`src/sv/sahp_pkg.sv`:
```
package sahp_pkg;

    localparam int unsigned APB_ADDR_W = 3;
    localparam int unsigned APB_DATA_W = 32;

    localparam logic REG_TYPE_MASK  = 1'b0;
    localparam logic REG_NAME_LIMIT = 1'b1;

    localparam logic [7:0] TYPE_MASK_RST  = 8'd15;
    localparam logic [8:0] NAME_LIMIT_RST = 9'd256;

    localparam logic [7:0] ATYP_IPV4 = 8'd1;
    localparam logic [7:0] ATYP_NAME = 8'd3;
    localparam logic [7:0] ATYP_IPV6 = 8'd4;

    localparam logic [8:0] IDX_MAX      = 9'd511;
    localparam logic [8:0] IPV4_ADDR_END = 9'd4;
    localparam logic [8:0] IPV4_PORT_END = 9'd6;
    localparam logic [8:0] IPV6_ADDR_END = 9'd16;
    localparam logic [8:0] IPV6_PORT_END = 9'd18;
    localparam logic [8:0] IDX_NAME_LEN  = 9'd1;
    localparam logic [8:0] IPV4_HDR_LEN  = 9'd7;
    localparam logic [8:0] IPV6_HDR_LEN  = 9'd19;
    localparam logic [8:0] NAME_HDR_EXTRA = 9'd4;
    localparam logic [9:0] NAME_PORT_OFS  = 10'd2;

    typedef enum logic [1:0] {
        KIND_NONE = 2'd0,
        KIND_IPV4 = 2'd1,
        KIND_NAME = 2'd2,
        KIND_IPV6 = 2'd3
    } kind_t;

    typedef enum logic [1:0] {
        ST_OK    = 2'd0,
        ST_SHORT = 2'd1,
        ST_LONG  = 2'd2,
        ST_TYPE  = 2'd3
    } status_t;

    typedef struct packed {
        logic [7:0] data_byte;
        logic       last_byte;
    } in_beat_t;

    typedef struct packed {
        status_t     status;
        kind_t       addr_kind;
        logic [63:0] addr_high;
        logic [63:0] addr_low;
        logic [7:0]  name_length;
        logic [15:0] port_number;
        logic [8:0]  header_length;
    } out_beat_t;

    typedef struct packed {
        logic [7:0] type_mask;
        logic [8:0] name_limit;
    } cfg_t;

endpackage

```
`src/sv/sahp_regs.sv`:
```
module sahp_regs (
    input  logic                                aclk,
    input  logic                                aresetn,
    input  logic                                psel,
    input  logic                                penable,
    input  logic                                pwrite,
    input  logic [sahp_pkg::APB_ADDR_W-1:0]     paddr,
    input  logic [sahp_pkg::APB_DATA_W-1:0]     pwdata,
    output logic [sahp_pkg::APB_DATA_W-1:0]     prdata,
    output logic                                pready,
    output sahp_pkg::cfg_t                      cfg
);
    import sahp_pkg::*;

    logic [7:0] type_mask_reg;
    logic [8:0] name_limit_reg;
    logic       wr_en;
    logic       reg_sel;

    assign pready  = 1'b1;
    assign reg_sel = paddr[2];
    assign wr_en   = psel && penable && pwrite && pready;

    always_ff @(posedge aclk) begin
        if (!aresetn) begin
            type_mask_reg  <= TYPE_MASK_RST;
            name_limit_reg <= NAME_LIMIT_RST;
        end else if (wr_en) begin
            case (reg_sel)
                REG_TYPE_MASK:  type_mask_reg  <= pwdata[7:0];
                REG_NAME_LIMIT: name_limit_reg <= pwdata[8:0];
                default: ;
            endcase
        end
    end

    always_comb begin
        case (reg_sel)
            REG_TYPE_MASK:  prdata = {24'd0, type_mask_reg};
            REG_NAME_LIMIT: prdata = {23'd0, name_limit_reg};
            default:        prdata = '0;
        endcase
    end

    assign cfg.type_mask  = type_mask_reg;
    assign cfg.name_limit = name_limit_reg;

endmodule

```
`src/sv/sahp_parser.sv`:
```
module sahp_parser (
    input  logic                  aclk,
    input  logic                  aresetn,
    input  sahp_pkg::cfg_t        cfg,
    input  logic                  in_valid,
    input  sahp_pkg::in_beat_t    in_beat,
    output logic                  in_take,
    output logic                  m_valid,
    input  logic                  m_ready,
    output sahp_pkg::out_beat_t   m_beat
);
    import sahp_pkg::*;

    logic [8:0]  idx_reg,        idx_next;
    kind_t       kind_reg,       kind_next;
    logic [63:0] addr_hi_reg,    addr_hi_next;
    logic [63:0] addr_lo_reg,    addr_lo_next;
    logic [7:0]  dlen_reg,       dlen_next;
    logic [15:0] port_reg,       port_next;
    logic        given_reg,      given_next;
    logic        out_valid_reg;
    out_beat_t   out_beat_reg;

    logic        emit;
    logic        ok;
    logic [8:0]  hdr_len;
    logic [7:0]  atyp;
    logic [9:0]  port_at;
    out_beat_t   res;
    logic [7:0]  b;

    assign b       = in_beat.data_byte;
    assign in_take = in_valid && (!out_valid_reg || m_ready);
    assign atyp    = b & cfg.type_mask;
    assign port_at = {2'd0, dlen_reg} + NAME_PORT_OFS;

    always_comb begin
        idx_next      = idx_reg;
        kind_next     = kind_reg;
        addr_hi_next  = addr_hi_reg;
        addr_lo_next  = addr_lo_reg;
        dlen_next     = dlen_reg;
        port_next     = port_reg;
        given_next    = given_reg;
        emit          = 1'b0;
        ok            = 1'b0;
        hdr_len       = '0;
        res           = '0;

        if (!given_reg) begin
            if (idx_reg == '0) begin
                case (atyp)
                    ATYP_IPV4: kind_next = KIND_IPV4;
                    ATYP_NAME: kind_next = KIND_NAME;
                    ATYP_IPV6: kind_next = KIND_IPV6;
                    default: begin
                        emit       = 1'b1;
                        res.status = ST_TYPE;
                    end
                endcase
            end else begin
                case (kind_reg)
                    KIND_IPV4: begin
                        if (idx_reg <= IPV4_ADDR_END) begin
                            addr_hi_next = {addr_hi_reg[55:0], addr_lo_reg[63:56]};
                            addr_lo_next = {addr_lo_reg[55:0], b};
                        end else if (idx_reg <= IPV4_PORT_END) begin
                            port_next = {port_reg[7:0], b};
                        end
                        if (idx_reg == IPV4_PORT_END) begin
                            emit    = 1'b1;
                            ok      = 1'b1;
                            hdr_len = IPV4_HDR_LEN;
                        end
                    end
                    KIND_IPV6: begin
                        if (idx_reg <= IPV6_ADDR_END) begin
                            addr_hi_next = {addr_hi_reg[55:0], addr_lo_reg[63:56]};
                            addr_lo_next = {addr_lo_reg[55:0], b};
                        end else if (idx_reg <= IPV6_PORT_END) begin
                            port_next = {port_reg[7:0], b};
                        end
                        if (idx_reg == IPV6_PORT_END) begin
                            emit    = 1'b1;
                            ok      = 1'b1;
                            hdr_len = IPV6_HDR_LEN;
                        end
                    end
                    KIND_NAME: begin
                        if (idx_reg == IDX_NAME_LEN) begin
                            dlen_next = b;
                            if ({1'b0, b} >= cfg.name_limit) begin
                                emit       = 1'b1;
                                res.status = ST_LONG;
                            end
                        end else begin
                            if ({1'b0, idx_reg} == port_at ||
                                {1'b0, idx_reg} == port_at + 10'd1) begin
                                port_next = {port_reg[7:0], b};
                            end
                            if ({1'b0, idx_reg} == port_at + 10'd1) begin
                                emit    = 1'b1;
                                ok      = 1'b1;
                                hdr_len = {1'b0, dlen_reg} + NAME_HDR_EXTRA;
                            end
                        end
                    end
                    default: ;
                endcase
            end

            if (idx_reg != IDX_MAX) begin
                idx_next = idx_reg + 9'd1;
            end
            given_next = emit;

            if (ok) begin
                res.status        = ST_OK;
                res.addr_kind     = kind_reg;
                res.addr_high     = (kind_reg == KIND_IPV6) ? addr_hi_next : 64'd0;
                res.addr_low      = (kind_reg == KIND_NAME) ? 64'd0 : addr_lo_next;
                res.name_length   = (kind_reg == KIND_NAME) ? dlen_reg : 8'd0;
                res.port_number   = port_next;
                res.header_length = hdr_len;
            end

            if (in_beat.last_byte && !emit) begin
                emit       = 1'b1;
                res        = '0;
                res.status = ST_SHORT;
            end
        end

        if (in_beat.last_byte) begin
            idx_next      = '0;
            kind_next     = KIND_NONE;
            addr_hi_next  = '0;
            addr_lo_next  = '0;
            dlen_next     = '0;
            port_next     = '0;
            given_next    = 1'b0;
        end
    end

    always_ff @(posedge aclk) begin
        if (!aresetn) begin
            idx_reg       <= '0;
            kind_reg      <= KIND_NONE;
            addr_hi_reg   <= '0;
            addr_lo_reg   <= '0;
            dlen_reg      <= '0;
            port_reg      <= '0;
            given_reg     <= 1'b0;
            out_valid_reg <= 1'b0;
        end else begin
            if (in_take) begin
                idx_reg      <= idx_next;
                kind_reg     <= kind_next;
                addr_hi_reg  <= addr_hi_next;
                addr_lo_reg  <= addr_lo_next;
                dlen_reg     <= dlen_next;
                port_reg     <= port_next;
                given_reg    <= given_next;
            end
            if (in_take && emit) begin
                out_valid_reg <= 1'b1;
            end else if (m_ready) begin
                out_valid_reg <= 1'b0;
            end
        end
    end

    always_ff @(posedge aclk) begin
        if (in_take && emit) begin
            out_beat_reg <= res;
        end
    end

    assign m_valid = out_valid_reg;
    assign m_beat  = out_beat_reg;

    a_err_fields_zero: assert property (@(posedge aclk) disable iff (!aresetn)
        (out_valid_reg && out_beat_reg.status != ST_OK) |->
            (out_beat_reg.header_length == '0 && out_beat_reg.addr_kind == KIND_NONE))
        else $error("Error result carries nonzero fields.");

    a_clear_after_last: assert property (@(posedge aclk) disable iff (!aresetn)
        (in_take && in_beat.last_byte) |=> (idx_reg == '0 && !given_reg))
        else $error("Packet state not cleared after the last beat.");

    a_result_from_take: assert property (@(posedge aclk) disable iff (!aresetn)
        $rose(out_valid_reg) |-> $past(in_take))
        else $error("Result appeared without an input beat being processed.");

    a_ipv4_len: assert property (@(posedge aclk) disable iff (!aresetn)
        (out_valid_reg && out_beat_reg.status == ST_OK &&
         out_beat_reg.addr_kind == KIND_IPV4) |->
            (out_beat_reg.header_length == IPV4_HDR_LEN &&
             out_beat_reg.addr_high == '0))
        else $error("IPv4 result has wrong header length or upper address.");

    a_stall_holds: assert property (@(posedge aclk) disable iff (!aresetn)
        (out_valid_reg && !m_ready) |=> (out_valid_reg && $stable(out_beat_reg)))
        else $error("Stalled result changed.");

endmodule

```
`src/sv/socks_address_header_parser_core.sv`:
```
// Parses the address header at the start of a packet that arrives one byte per beat.
// Input channel s_valid/s_ready/s_beat carries one packet byte and a last-byte flag.
// The first byte is the address type, masked by the type_mask register, followed by
// an IPv4 address, a length-prefixed domain name or an IPv6 address, and a two-byte
// big-endian port. One result beat is sent on m_valid/m_ready/m_beat per packet, for
// the byte that completes or fails the header, or for the last byte of a short packet.
// Bytes after the result up to the end of the packet produce no output.
// An accepted byte lands in the input register and is parsed from there; its result
// is registered in the result register and shown on m_beat.
// The block accepts one byte every cycle while no result is stalled at the output.
// When the receiver stalls, the result register holds its beat and no byte is parsed;
// an empty input register takes one more byte, then s_ready is low until it is taken.
// The APB port holds type_mask at address 0 and name_limit at address 4; write them
// only while no packet is in flight.
// Synchronous reset clears all packet state and both valid flags, and restores
// type_mask to 15 and name_limit to 256.
module socks_address_header_parser_core (
    input  logic                                aclk,
    input  logic                                aresetn,
    input  logic                                psel,
    input  logic                                penable,
    input  logic                                pwrite,
    input  logic [sahp_pkg::APB_ADDR_W-1:0]     paddr,
    input  logic [sahp_pkg::APB_DATA_W-1:0]     pwdata,
    output logic [sahp_pkg::APB_DATA_W-1:0]     prdata,
    output logic                                pready,
    input  logic                                s_valid,
    output logic                                s_ready,
    input  sahp_pkg::in_beat_t                  s_beat,
    output logic                                m_valid,
    input  logic                                m_ready,
    output sahp_pkg::out_beat_t                 m_beat
);
    import sahp_pkg::*;

    cfg_t     cfg;
    logic     in_valid_reg;
    in_beat_t in_beat_reg;
    logic     in_take;

    sahp_regs u_regs (
        .aclk    (aclk),
        .aresetn (aresetn),
        .psel    (psel),
        .penable (penable),
        .pwrite  (pwrite),
        .paddr   (paddr),
        .pwdata  (pwdata),
        .prdata  (prdata),
        .pready  (pready),
        .cfg     (cfg)
    );

    assign s_ready = !in_valid_reg || in_take;

    always_ff @(posedge aclk) begin
        if (!aresetn) begin
            in_valid_reg <= 1'b0;
        end else if (s_ready) begin
            in_valid_reg <= s_valid;
        end
    end

    always_ff @(posedge aclk) begin
        if (s_ready && s_valid) begin
            in_beat_reg <= s_beat;
        end
    end

    sahp_parser u_parser (
        .aclk     (aclk),
        .aresetn  (aresetn),
        .cfg      (cfg),
        .in_valid (in_valid_reg),
        .in_beat  (in_beat_reg),
        .in_take  (in_take),
        .m_valid  (m_valid),
        .m_ready  (m_ready),
        .m_beat   (m_beat)
    );

endmodule
```
`config.mk`:
```
export PLATFORM = sky130hd
export DESIGN_NAME = socks_address_header_parser_core
export DESIGN_NICKNAME = d
export VERILOG_FILES = /design/src/sv/sahp_pkg.sv /design/src/sv/sahp_regs.sv /design/src/sv/sahp_parser.sv /design/src/sv/socks_address_header_parser_core.sv
export SDC_FILE = /design/constraint.sdc
export NUM_CORES = 1
export LEC_CHECK = 0
export ABC_AREA = 1
export BUFFER_PORTS_ARGS = -buffer_cell sky130_fd_sc_hd__buf_2
export CAP_MARGIN = 0
export CORE_MARGIN = 3
export CORE_UTILIZATION = 52
export CTS_CLUSTER_SIZE = 10
export DETAILED_ROUTE_END_ITERATION = 7
export PLACE_DENSITY = 0.82
export SLEW_MARGIN = 20
export SYNTH_ARGS = -nofsm -noshare
export SYNTH_HDL_FRONTEND = slang
export SYNTH_HIERARCHICAL = 1
export SYNTH_SLANG_ARGS = --single-unit
```
`constraint.sdc`:
```
create_clock -name aclk -period 6.1 [get_ports aclk]
set_clock_uncertainty 0.15 [all_clocks]
set_input_delay 0.305 -clock aclk [delete_from_list [all_inputs] [get_ports aclk]]
set_output_delay 0.305 -clock aclk [all_outputs]
set_load 0.1 [all_outputs]
```
After elaboration in Yosys (flattened, before gate mapping)
Index checks and enable logic that the tools add are counted.
W data, S select, Z words.
- output and inout port bits: 200
- flip-flop bits (word level): 357
- input bits: 51
- reductions and logical operators: 32
- equality and inequality tests: 14
- bitwise logic cells: 5
- mux-type cells: 70
- $add $sub $neg: 4
- order comparisons: 5
- operator list (operator ; number):
    $mux W64 ; 12
    $mux W164 ; 2
    $pmux W64 S2 ; 2
    $mux W16 ; 9
    $pmux W32 S2 ; 1
    $mux W9 ; 6
    $mux W8 ; 6
    $pmux W16 S3 ; 1
    $pmux W9 S3 ; 1
    $eq A9 B10 Y1 ; 2
    $le A9 B3 Y1 const B ; 2
    $le A9 B5 Y1 const B ; 2
    $mux W1 ; 17
    $mux W2 ; 8
    $reduce_or A4 Y1 ; 4
    $add A10 B1 Y10 const B ; 1
    $reduce_bool A2 Y1 ; 5
    $add A8 B2 Y9 const B ; 1
    $add A8 B3 Y9 const B ; 1
    $add A9 B1 Y9 const B ; 1
    $eq A9 B1 Y1 const B ; 1
    $eq A9 B3 Y1 const B ; 1
    $eq A9 B5 Y1 const B ; 1
    $ge A8 B9 Y1 ; 1
    other kinds (23) ; 42

Depth between registers and ports, before layout
- depth in word-level cells: 14
- gate-level depth with buffers: 21

Cells and area by module
The synthesis kept the hierarchy.
- modules (own cells, without submodules) (module ; area each (sq um) ; cells each ; seq. area each (sq um) ; times used):
    sahp_parser ; 16226.8 ; 1985 ; 8257.9 ; 1
    sahp_regs ; 1029.7 ; 154 ; 340.3 ; 1
    socks_address_header_parser_core ; 321.6 ; 16 ; 290.3 ; 1

Worst setup path after synthesis
No wires, ideal clock.
- kind: register -> register
- start point: reg u_parser.dlen_reg[1]
- end point: reg u_parser.out_beat_reg (netlist bit u_parser/m_beat[0]), enable pin
- cell stages (with the launch flop): 19
- setup slack: 0.288 ns
- clock period less this slack: 5.812 ns
- arrival: 5.145 ns
- path buffers: 1
- cell sequence: dfxtp_1 buf_2 inv_1 ha_1 inv_1 nand2_1 nor2_4 nand3_2 clkinv_1 nand2_1 nand2_1 nand2_1 nor2_2 nand4_1 nand2_2 nand2_4 nand3_1 nand3_1 inv_1
- cells in the longest elaborated chain, start to end: 13
- ends and longest elaborated chain (what ; line ; source):
    start, declared ; sahp_parser.sv:18 ; logic [7:0] dlen_reg, dlen_next;
    start signal, assigned ; sahp_parser.sv:161 ; dlen_reg <= dlen_next;
    $add A8 B2 Y9 * ; sahp_parser.sv:35 ; assign port_at = {2'd0, dlen_reg} + NAME_PORT_OFS;
    $add A10 B1 Y10 * ; sahp_parser.sv:101 ; if ({1'b0, idx_reg} == port_at + 10'd1) begin
    $eq A9 B10 Y1 * ; sahp_parser.sv:101 ;
    $mux W1 * ; sahp_parser.sv:101 ;
    $mux W1 * ; sahp_parser.sv:90 ; if (idx_reg == IDX_NAME_LEN) begin
    $pmux W1 S3 * ; sahp_parser.sv:62 ; case (kind_reg)
    $mux W1 * ; sahp_parser.sv:51 ; if (idx_reg == '0) begin
    $mux W1 * ; sahp_parser.sv:50 ; if (!given_reg) begin
    $logic_not A1 Y1 ; sahp_parser.sv:127 ; if (in_beat.last_byte && !emit) begin
    $logic_and A1 B1 Y1 ; sahp_parser.sv:127 ;
    $mux W1 * ; sahp_parser.sv:127 ;
    $mux W1 * ; sahp_parser.sv:50 ;
    $logic_and A1 B1 Y1 * ; sahp_parser.sv:174 ; if (in_take && emit) begin
    end signal, assigned ; sahp_parser.sv:175 ; out_beat_reg <= res;
    end, declared ; sahp_parser.sv:22 ; out_beat_t out_beat_reg;
Every way passes the cells marked *; elsewhere a longest branch is shown, timed or not. The select of a mux whose other input is x is not followed.
A chain may end at the register's enable or synchronous reset.

Worst setup path in the final report
- start point: reg u_parser.dlen_reg[1]
- end point: reg u_parser.out_beat_reg (netlist bit u_parser/m_beat[114]), enable pin
Same word-level chain as after synthesis.

==> results_dict.tcl <==
set metrics [dict create \
    status "complete, no violations" \
    period_needed_ps 4280 \
    rsz0062_at_grt "false" \
    wl_per_cell_um 16.3 \
    synth-main-ff-cell "dfxtp_1" \
    final-hold-violation-count 0 \
    cts.sinks 357 \
    pwr-share-comb_pct 15.4 \
    rows 66 \
    post_cts_buffers 0 \
    cp.required_ps 6160 \
    worstRegToRegCells 18 \
    seqPwrFrac_pct 45.4 \
    cts-root-buf "clkbuf_16" \
    period_share_pct 70.2 \
    clk_latency_ps 540 \
    multi_input_area_um2 7030 \
    post_cts_resized 0 \
    utilization_pct 60.9 \
    max_slew.worst_pin.slew_ps 1090 \
    place_inst 2696 \
    sw_frac_of_total_pct 30.7 \
    first_iter_violations 1514 \
    initial_core_util_pct 53.3 \
    p_leak_nw 6.98 \
    dieArea_um2 36000 \
    reg2reg_slack_ps 1820 \
    nets 2387 \
    portBuffers 201 \
    worstHoldEndpoint "u_regs/type_mask_reg[0]" \
    wirelength_um 45500 \
    syn_area_um2 17600 \
    fmax_ghz 0.234 \
    p_int_mw 4.03 \
    n_antenna_cell 0 \
    worstHoldStart "aresetn" \
    synth_area_leaders "edfxtp_1, dfxtp_1, nand2_1" \
    die_w_um 190 \
    htree_levels 2 \
    fillers 2823 \
    crit_path_max_fanout 109 \
    drcViolationCount 0 \
    postRouteAntennaNets 0 \
    setup_viol 0 \
    die_h_um 190 \
    hpwl_um 28600 \
    hp-class "in2reg" \
    syn_inst 2155 \
    power-per-cell-area_nw_per_um2 290 \
    largest_reg_flops 165 \
    grt_pass1_wl_um 71900 \
    synth_edf_count 174 \
    max_cap_viol_count 0 \
    core_region_area_um2 32900 \
    grtUsageTotal_pct 24.4 \
    synth_top_area_cell "edfxtp_1" \
    area_growth_pct 14.2 \
    yosysWarningCount 6 \
    dp_slack_ps 1790 \
    clock_path_buffers 3 \
    yosys.area.top_type_share_pct 29.7 \
    reg2reg_from "u_parser/dlen_reg[1]" \
    fin_cells 2795 \
    overflow 0 \
    grt_pass1_vias 14300 \
    layout-drive-gt1-share_pct 18.9 \
    ys_seq_elements 357 \
    gp_congestion 0.847 \
    path_class "reg2reg" \
    grt_max_degree 110 \
    drtPass1Iterations 6 \
    vias 15100 \
    clkPwrFrac_pct 39.2 \
    ys_async_sr_fraction_pct 0 \
    clkTransAtPathRegs_ps 50 \
    worst_r2r_endpoint "u_parser/m_beat[114]" \
    arrival_ps 4340 \
    switchingPower_mw 1.79 \
    max_slew_margin_pct 27.1 \
    pin_count 251 \
    ys_seq_area_share_pct 50.6 \
    hold_depth 2 \
    synth_cell_types 44 \
    seq_area_um2 8890 \
    p_total_mw 5.81 \
    peakVddDrop_v 0.000163 \
    cp-start-kind "register" \
    endpoint_kind "register" \
    slew_violations 0 \
    setup_tns_ps 0 \
    setup_ws_ps 1820 \
    cts_tree "built" \
    synth.avg_cell_area_um2 8.16 \
    cts-buffers-inserted 42 \
    viasPerCell 5.42 \
    antenna_found_initial 0 \
]
==> placed cells by master, fill, tap and decap left out, types with 38 or more instances in the layout <==
master,n
a21oi_1,187
or2_1,38
nand2_1,477
nand3_1,100
buf_2,201
clkbuf_16,42
dfxtp_1,183
o211ai_1,70
nor2_2,89
edfxtp_1,174
o21ai_0,150
nor2_1,135
inv_1,251
or2_2,45
==> routing by layer <==
layer	share of wire, %	global-route usage, %	vias up
li1	-	-	7311
met1	41	32.2	6995
met2	48	41.3	719
met3	7.6	3.46	113
met4	3.2	8.44	0
met5	0	0	-
==> worst max-delay path: stages, from the launching register on <==
cell and delay (ps):
dfxtp_1 580, inv_1 150, ha_1 340, inv_1 80
nand2_1 90, nor2_4 150, nand3_2 100, clkinv_1 70
nand2_1 50, nand2_1 60, nand2_1 60, nor2_2 140
nand4_1 140, nand2_2 170, nand2_4 80, nand3_1 100
nand3_1 180, inv_6 830, buf_4 420
==> final cells by class <==
type	count	share of cell area, %
inverter	268	5.07
timing repair buffer	238	6.72
sequential	357	44.3
clock inverter	4	0.193
tap	442	2.75
multi-input combinational	1413	35.0
clock buffer	73	5.96
==> cell families after synthesis <==
family | after synthesis | synth area share [%]
and+or+nand+nor | 946 | 24.8
AOI/OAI and AO/OA | 423 | 13.2
buffers and inverters | 407 | 10.1
DFF | 357 | 50.6
adders and majority gates | 16 | 1.14
xor gates and xnor gates | 4 | 0.199
other | 2 | 0.0427
==> power by group through the flow <==
stage	combinational, mW	clock, mW	sequential, mW
global route	0.926	2.41	2.64
finish	0.896	2.28	2.64
detailed placement	0.879	0	2.69
global placement	0.873	0	2.69
CTS	0.890	2.31	2.64
floorplan	0.280	0	3.16
==> per-stage QoR <==
step           hold WS [ps]  area [um^2]
4_1_cts                6.63        20100
3_5_place_dp            307        18600
5_1_grt                30.1        20100
3_3_place_gp            301        18600
6_report               17.8        20100
2_1_floorplan           254        17700
==> worst max path at each step <==
stage          cells after the start                  from  slack (ps)              endpoint
2_1_floorplan                     18  u_parser/dlen_reg[1]         290    u_parser/m_beat[0]
3_3_place_gp                      18  u_parser/dlen_reg[1]        1870   u_parser/m_beat[95]
3_5_place_dp                      18  u_parser/dlen_reg[1]        1790   u_parser/m_beat[91]
4_1_cts                           18  u_parser/dlen_reg[1]        1760   u_parser/m_beat[20]
5_1_grt                           16  u_parser/dlen_reg[1]        1450   u_parser/m_beat[91]
6_report                          18  u_parser/dlen_reg[1]        1820  u_parser/m_beat[114]
==> cells in the mapped netlist, types with 25 or more instances <==
library cell  number
clkbuf_1          75
dfxtp_1          183
nand2_1          478
a21oi_1          188
edfxtp_1         174
or2_2             45
nor2_1           138
nand3_1          100
buf_4             25
o21ai_0          150
o211ai_1          70
nor2_2            88
or2_1             38
inv_1            253
==> repair_timing <==
item                                   4_1_cts  5_1_grt
hold buffers                                21        0
endpoints found under the hold margin       28        0
setup endpoints to repair                    0        0
Power figures use the tool's default switching activity.
